## src/hdl/crg_pkg.sv

```systemverilog
package crg_pkg;

    localparam int LANE_W  = 18;
    localparam int VEC_W   = 3 * LANE_W;
    localparam int PIX_W   = 10;
    localparam int HALF_W  = 14;
    localparam int PROD_W  = 32;
    localparam int MAG_W   = 31;
    localparam int SQ_W    = 64;
    localparam int ROOT_W  = 32;
    localparam int DIVD_W  = 48;
    localparam int QUO_W   = 17;
    localparam int SQRT_STAGES = 32;
    localparam int DIR_ONE = 65536;
    localparam int ORG_MAX = 131071;
    localparam int ORG_MIN = -131072;

    localparam int SCREEN_WIDTH_DEF  = 1024;
    localparam int SCREEN_HEIGHT_DEF = 1024;

    // forward z lane = 1.0 in Q3.14
    localparam logic [VEC_W-1:0] FORWARD_RESET = 54'h4000000000000;

    typedef enum logic [2:0] {
        REG_MODE    = 3'd0,
        REG_ORIGIN  = 3'd1,
        REG_FORWARD = 3'd2,
        REG_RIGHT   = 3'd3,
        REG_UP      = 3'd4
    } reg_index_t;

    typedef struct packed {
        logic             parallel;
        logic [VEC_W-1:0] origin;
        logic [VEC_W-1:0] forward;
        logic [VEC_W-1:0] right_step;
        logic [VEC_W-1:0] up_step;
    } cfg_t;

    // Per-item data that rides alongside the normalize pipeline
    typedef struct packed {
        logic [2:0][LANE_W-1:0] org;
        logic [2:0]             neg;
        logic [2:0][MAG_W-1:0]  mag;
    } side_t;

    function automatic logic signed [LANE_W-1:0] lane(input logic [VEC_W-1:0] v, input int k);
        return $signed(v[k*LANE_W +: LANE_W]);
    endfunction

endpackage

```

## src/hdl/crg_offset.sv

```systemverilog
module crg_offset #(
    parameter int SCREEN_WIDTH  = crg_pkg::SCREEN_WIDTH_DEF,
    parameter int SCREEN_HEIGHT = crg_pkg::SCREEN_HEIGHT_DEF
) (
    input  logic                                        clk,
    input  logic                                        rst_n,
    input  logic                                        en,
    input  logic                                        in_valid,
    input  logic [crg_pkg::PIX_W-1:0]                   pixel_col,
    input  logic [crg_pkg::PIX_W-1:0]                   pixel_row,
    input  crg_pkg::cfg_t                               cfg,
    output logic                                        out_valid,
    output logic [2:0][crg_pkg::PROD_W-1:0]             vec,
    output logic [2:0][crg_pkg::LANE_W-1:0]             org
);

    localparam int HALF_COL = SCREEN_WIDTH / 2;
    localparam int HALF_ROW = SCREEN_HEIGHT / 2;

    logic signed [crg_pkg::HALF_W-1:0] hc;
    logic signed [crg_pkg::HALF_W-1:0] hr;

    logic                               a_valid_reg;
    logic [2:0][crg_pkg::PROD_W-1:0]    pr_reg, pr_next;
    logic [2:0][crg_pkg::PROD_W-1:0]    pu_reg, pu_next;
    logic                               b_valid_reg;
    logic [2:0][crg_pkg::PROD_W-1:0]    vec_reg, vec_next;
    logic [2:0][crg_pkg::LANE_W-1:0]    org_reg, org_next;

    // Centered half-pixel offsets: 2*(idx - size/2) + 1
    assign hc = $signed({3'b000, pixel_col, 1'b1}) - crg_pkg::HALF_W'(2 * HALF_COL);
    assign hr = $signed({3'b000, pixel_row, 1'b1}) - crg_pkg::HALF_W'(2 * HALF_ROW);

    // Scale the steps by the offsets
    always_comb
    begin
        for (int k = 0; k < 3; k++)
        begin
            pr_next[k] = 32'(crg_pkg::lane(cfg.right_step, k)) * 32'(hc);
            pu_next[k] = 32'(crg_pkg::lane(cfg.up_step, k)) * 32'(hr);
        end
    end

    // Combine offsets with forward or origin
    always_comb
    begin
        logic signed [33:0] off;
        logic signed [33:0] sum_p;
        logic signed [33:0] sum_o;
        logic signed [22:0] sh;
        off   = '0;
        sum_p = '0;
        sum_o = '0;
        sh    = '0;
        for (int k = 0; k < 3; k++)
        begin
            off   = 34'($signed(pr_reg[k])) + 34'($signed(pu_reg[k]));
            sum_p = (34'(crg_pkg::lane(cfg.forward, k)) <<< 7) + off;
            sum_o = (34'(crg_pkg::lane(cfg.origin, k)) <<< 11) + off + 34'sd1024;
            sh    = sum_o[33:11];
            if (cfg.parallel)
            begin
                vec_next[k] = 32'(crg_pkg::lane(cfg.forward, k));
                if (sh > 23'(crg_pkg::ORG_MAX))
                    org_next[k] = 18'h1FFFF;
                else if (sh < 23'(crg_pkg::ORG_MIN))
                    org_next[k] = 18'h20000;
                else
                    org_next[k] = sh[17:0];
            end
            else
            begin
                vec_next[k] = sum_p[31:0];
                org_next[k] = cfg.origin[k*crg_pkg::LANE_W +: crg_pkg::LANE_W];
            end
        end
    end

    // Advance valid bits
    always_ff @(posedge clk or negedge rst_n)
    begin
        if (!rst_n)
        begin
            a_valid_reg <= 1'b0;
            b_valid_reg <= 1'b0;
        end
        else if (en)
        begin
            a_valid_reg <= in_valid;
            b_valid_reg <= a_valid_reg;
        end
    end

    // Advance payload
    always_ff @(posedge clk)
    begin
        if (en)
        begin
            pr_reg  <= pr_next;
            pu_reg  <= pu_next;
            vec_reg <= vec_next;
            org_reg <= org_next;
        end
    end

    assign out_valid = b_valid_reg;
    assign vec       = vec_reg;
    assign org       = org_reg;

endmodule

```

## config.mk

```make
export PLATFORM = sky130hd
export DESIGN_NAME = crg_offset
export DESIGN_NICKNAME = d
export VERILOG_FILES = /design/src/hdl/crg_pkg.sv /design/src/hdl/crg_offset.sv
export SDC_FILE = /design/constraint.sdc
export NUM_CORES = 2
export LEC_CHECK = 0
export ABC_AREA = 1
export BUFFER_PORTS_ARGS = -buffer_cell sky130_fd_sc_hd__buf_2
export CORE_AREA = 2 2 482 484
export DETAILED_ROUTE_END_ITERATION = 10
export DIE_AREA = 0 0 484 486
export HOLD_SLACK_MARGIN = 0.1
export PLACE_DENSITY_LB_ADDON = 0.05
export SLEW_MARGIN = 20
export SYNTH_ARGS = -nofsm -noshare
export SYNTH_HDL_FRONTEND = slang
export SYNTH_SLANG_ARGS = --single-unit
```

## constraint.sdc

```tcl
create_clock -name clk -period 4.7 [get_ports clk]
set_input_delay 0.47 -clock clk [delete_from_list [all_inputs] [get_ports clk]]
set_output_delay 0.47 -clock clk [all_outputs]
set_load 0.03 [all_outputs]
```

### Yosys cells after proc, flatten, opt, wreduce, memory -nomap -nowiden

Cells that the tools add are included.

* flip-flop bits (word level): 332
* input port bits: 241
* output and inout port bits: 151
* logic and storage cells: 52

* add/sub/neg operators: 14
* $mul: 6
* magnitude comparators: 6
* multiplexer cells: 12

Operators with widths (number)
* $mul A18 B12 Y30: 6
* $mux W18: 9
* $add A34 B12 Y34 const B: 3
* $add A25 B31 Y32: 3
* $add A29 B31 Y32: 3
* $mux W32: 3
* $add A30 B30 Y31: 3
* $gt A23 B18 Y1 const B: 3
* $lt A23 B18 Y1 const B: 3
* $sub A11 B11 Y12 const B: 2

### Longest topological paths before layout

* word-level depth: 7
* depth in mapped cells: 39

### Worst setup path before layout

No wires, ideal clock.

* path type: in2reg
* from: input port pixel_row[2] (netlist bit)
* to: register, netlist name pu_reg[93]
* arrival time: 5583 ps
* path slack: -1145 ps
* stages on the path: 21
* path buffers: 2
* cell sequence: clkbuf_1 -> clkbuf_1 -> nand2_1 -> fa_1 -> inv_1 -> fa_1 -> inv_1 -> fa_1 -> inv_1 -> fa_1 -> fa_1 -> ha_1 -> a21o_1 -> a21oi_1 -> o21ai_0 -> a21boi_0 -> o21bai_1 -> a21boi_0 -> o21ai_0 -> a21oi_1 -> xor2_1

RTL lines
* start: declaration: RTL line crg_offset.sv:10 `input logic [crg_pkg::PIX_W-1:0] pixel_row,`

==> report_table.html <==
<table>
<tr><th>Metric</th><th>Value</th></tr>
<tr><th colspan="2">Critical path</th></tr>
<tr><td>CP max stage cell</td><td>edfxtp_1</td></tr>
<tr><td>Required time of the worst setup path</td><td>5.11 ns</td></tr>
<tr><td>Worst endpoint data arrival time</td><td>5.40 ns</td></tr>
<tr><td>Number of cells on the worst reg-to-reg path</td><td>35</td></tr>
<tr><td>Path type of the worst setup path</td><td>flop to flop</td></tr>
<tr><td>Critical R2R Launch</td><td>pr_reg[1]</td></tr>
<tr><td>CP max stage delay</td><td>0.44 ns</td></tr>
<tr><td>Endpoint type of the worst setup path</td><td>flop</td></tr>
<tr><td>Reg-to-Reg End</td><td>vec[3]</td></tr>
<tr><td>Max Fanout on Critical Path</td><td>2</td></tr>
<tr><td>Minimum setup slack among reg-to-reg paths</td><td>-0.29 ns</td></tr>
<tr><td>Critical Path Most Common Cell</td><td>buf_4</td></tr>
<tr><td>Crit path launch type</td><td>flop</td></tr>
<tr><th colspan="2">Synthesis</th></tr>
<tr><td>Number of enable-type register cells in the synthesized netlist</td><td>330</td></tr>
<tr><td>Post-synth top flop</td><td>edfxtp_1</td></tr>
<tr><td>Synth async-reset ratio</td><td>0.602%</td></tr>
<tr><td>Flops &amp; latches, synth</td><td>332</td></tr>
<tr><td>Count of different cell masters after synthesis</td><td>55</td></tr>
<tr><td>Mean cell area of the mapped netlist</td><td>7.98 µm²</td></tr>
<tr><td>YS warnings</td><td>0</td></tr>
<tr><td>Synthesized netlist net count</td><td>10900</td></tr>
<tr><td>Gate count after technology mapping</td><td>8888</td></tr>
<tr><td>Proportion of synthesized chip area in sequential cells</td><td>14.0%</td></tr>
<tr><td>Cell Area, Synth</td><td>71000 µm²</td></tr>
<tr><th colspan="2">Cells and area</th></tr>
<tr><td>Layout fillers</td><td>23200</td></tr>
<tr><td>Most common cell after layout, fill and taps aside</td><td>inv_1</td></tr>
<tr><td>Final-stage net count</td><td>12900</td></tr>
<tr><td>Core utilization of the finished layout</td><td>43.0%</td></tr>
<tr><td>Highest-count cells in the layout ignoring fill and taps</td><td>2140 x inv_1, 2069 x nand2_1, 1636 x buf_4</td></tr>
<tr><td>Flip-flop count of the largest register, all copies and words added</td><td>96</td></tr>
<tr><td>Layout Area Growth over Synthesis</td><td>38.9%</td></tr>
<tr><td>Layout cell share with drive strength beyond 1</td><td>30.8%</td></tr>
<tr><th colspan="2">Die</th></tr>
<tr><td>Full die area</td><td>235000 µm²</td></tr>
<tr><td>Initial cell density of the core</td><td>30.9%</td></tr>
<tr><td>Number of primary I/O pins</td><td>392</td></tr>
<tr><td>Core Area</td><td>229000 µm²</td></tr>
<tr><td>Number of placement rows</td><td>176</td></tr>
<tr><td>Die H</td><td>486 µm</td></tr>
<tr><td>Die Width</td><td>484 µm</td></tr>
<tr><th colspan="2">Place</th></tr>
<tr><td>Post-Place Setup Slack</td><td>-0.984 ns</td></tr>
<tr><td>DP HPWL</td><td>223000 µm</td></tr>
<tr><td>IO buf count</td><td>391</td></tr>
<tr><td>Final weighted congestion in routability-driven placement</td><td>0.894</td></tr>
<tr><th colspan="2">Clock network</th></tr>
<tr><td>Clock latency on the worst-skew pair</td><td>0.68 ns</td></tr>
<tr><td>Clk root buf</td><td>clkbuf_16</td></tr>
<tr><td># H-tree levels</td><td>2</td></tr>
<tr><td>Clock transition at the registers of the reported paths</td><td>0.06 ns</td></tr>
<tr><td>Num CTS Buffers</td><td>47</td></tr>
<tr><td>Longest Clk Path Bufs</td><td>3</td></tr>
<tr><td>TritonCTS Sinks</td><td>332</td></tr>
<tr><td>TritonCTS clock tree</td><td>yes</td></tr>
<tr><th colspan="2">STA</th></tr>
<tr><td>Clock period minus final worst setup slack</td><td>4.99 ns</td></tr>
<tr><td>Worst rel slew slack</td><td>38.3%</td></tr>
<tr><td>Achievable Freq</td><td>200 MHz</td></tr>
<tr><td>Worst Clk Skew</td><td>0.0436 ns</td></tr>
<tr><td>RSZ-0062 raised after global routing</td><td>true</td></tr>
<tr><td>Number of slew-limit violations in the final report</td><td>0</td></tr>
<tr><td>Setup-violating endpoint count in the final report</td><td>67</td></tr>
<tr><td>Measured slew at the worst slew-check pin</td><td>0.920 ns</td></tr>
<tr><td>Crit path setup slack, layout</td><td>-0.291 ns</td></tr>
<tr><td>Share of the clock period used by the worst path after layout</td><td>106%</td></tr>
<tr><td>Number of hold violations in the final report</td><td>0</td></tr>
<tr><th colspan="2">Route</th></tr>
<tr><td>Total via count after detailed routing</td><td>62800</td></tr>
<tr><td>Post-detailed-route via-to-cell ratio</td><td>4.50</td></tr>
<tr><td>Initial detailed-routing violation count</td><td>3344</td></tr>
<tr><td>Wirelength, routed</td><td>261000 µm</td></tr>
<tr><td>Mean routed wirelength per cell</td><td>18.7 µm</td></tr>
<tr><td>Number of remaining DRC errors</td><td>0</td></tr>
<tr><td>Number of iterations in the first detailed-routing pass</td><td>8</td></tr>
<tr><td>Number of nets with antenna violations after detailed routing</td><td>0</td></tr>
<tr><th colspan="2">Hold path</th></tr>
<tr><td>End of the worst hold path</td><td>vec[39]</td></tr>
<tr><td>Hold path startpoint</td><td>cfg[133]</td></tr>
<tr><td>Class of the tightest hold or removal check</td><td>primary input to flop</td></tr>
<tr><td>Worst hold path cell count</td><td>3</td></tr>
<tr><th colspan="2">GRT</th></tr>
<tr><td>Global-route wire length before repair</td><td>401000 µm</td></tr>
<tr><td>Overall fraction of global-route tracks in use</td><td>22.3%</td></tr>
<tr><td>Largest net degree at the start of global routing</td><td>110</td></tr>
<tr><td>Final global-route overflow total</td><td>0</td></tr>
<tr><td>Vias in the first global route</td><td>67600</td></tr>
<tr><td>Number of antenna violations at the first check in global routing</td><td>39</td></tr>
<tr><th colspan="2">Outcome</th></tr>
<tr><td>Status</td><td>complete, but fails checks</td></tr>
<tr><td>Violations in the final reports</td><td>negative setup slack</td></tr>
<tr><th colspan="2">Job</th></tr>
<tr><td>Count of maximum capacitance violations</td><td>0</td></tr>
</table>
per-stage QoR:
stage                     hold WS [ns]  setup TNS, ns  instances  instance area (µm²)
after global placement           0.255        -118.65      13600                89600
after detailed placement         0.258        -120.54      13600                89600
after global routing             0.155         -31.91      14000                98600
after CTS                        0.100          -8.51      13900                95300
final                            0.156          -4.54      14000                98600
after floorplan                  0.174         -10.37       8888                73200
final cells by class:
| type | count | area [µm²] | share of cell area (%) |
|---|---|---|---|
| multi-input cells | 6077 | 57700 | 58.5 |
| repair buffers | 2221 | 17300 | 17.6 |
| flip-flops and latches | 332 | 9960 | 10.1 |
| inverters | 2210 | 8320 | 8.44 |
| well taps | 3026 | 3790 | 3.84 |
| clock buffers | 56 | 1230 | 1.25 |
| clock inverters | 30 | 288 | 0.292 |
| diodes | 7 | 17.5 | 0.0178 |
cell families after synthesis:
group | count (synthesis) | share of synthesized area [%]
flip-flops | 332 | 14.0
AND/OR/NAND/NOR | 3154 | 18.0
buffers and inverters | 2486 | 13.3
XOR/XNOR | 330 | 4.08
AO/OA/AOI/OAI | 783 | 6.11
adder cells (fa/ha/maj) | 1803 | 44.5
what timing repair did:
| item | CTS | global route |
|---|---|---|
| hold buffers | 45 | 0 |
| gates cloned | 13 | 2 |
| pin swaps | 328 | 364 |
| buffers inserted | 141 | 61 |
| setup endpoints to repair | 141 | 168 |
| hold endpoints to repair | 45 | 0 |
| gates resized for setup | 562 | 659 |
worst max-delay path: cells and delay by family, from the launching register on:
family | cells | cell delay [ns]
AO/OA/AOI/OAI | 2 | 0.19
adder cells (fa/ha/maj) | 1 | 0.26
buffers and inverters | 29 | 3.57
flip-flops | 1 | 0.44
AND/OR/NAND/NOR | 3 | 0.27
how the worst max path moves through the flow:
| stage | to | from | slack (ns) | depth (start not counted) |
|---|---|---|---|---|
| floorplan | pr_reg[59] | pixel_col[3] | -0.51 | 23 |
| global placement | pr_reg[87] | pixel_col[2] | -0.95 | 22 |
| detailed placement | pr_reg[87] | pixel_col[2] | -0.98 | 22 |
| CTS | org[34] | pu_reg[34] | -0.24 | 34 |
| global route | org[45] | pr_reg[70] | -0.42 | 33 |
| finish | vec[3] | pr_reg[1] | -0.29 | 35 |
routing by layer:
metal	track usage [%]	up-vias	share of wire, %
li1	-	30700	-
met1	30.4	30900	46
met2	38.7	1004	49
met3	1.90	205	3.5
met4	3.93	14	1.8
met5	0	-	0.033
cell usage after synthesis (all sizes together) (3+ instances only):
cell	n	area, µm²
o21ai	230	1150
xor2	192	1680
a31oi	24	150
xnor2	138	1220
nand3	219	1130
nor2	310	1260
o221ai	21	184
o21bai	16	120
a21oi	395	1980
a21boi	13	97.6
nand2	2448	9310
ha	600	7510
fa	1203	24100
nor3	55	285
clkbuf	254	953
a211oi	9	67.6
nor4	15	93.8
nand4	65	407
o211ai	12	90.1
nand3b	9	80.1
o21a	16	120
buf	22	159
inv	2209	8290
a21o	21	158
nor3b	7	52.6
a221oi	3	26.3
or2	21	131
o31ai	17	128
edfxtp	330	9910
Power is left out: the tool's default activity adds up to more than one toggle a clock period on the data nets, which glitch-free logic cannot reach.
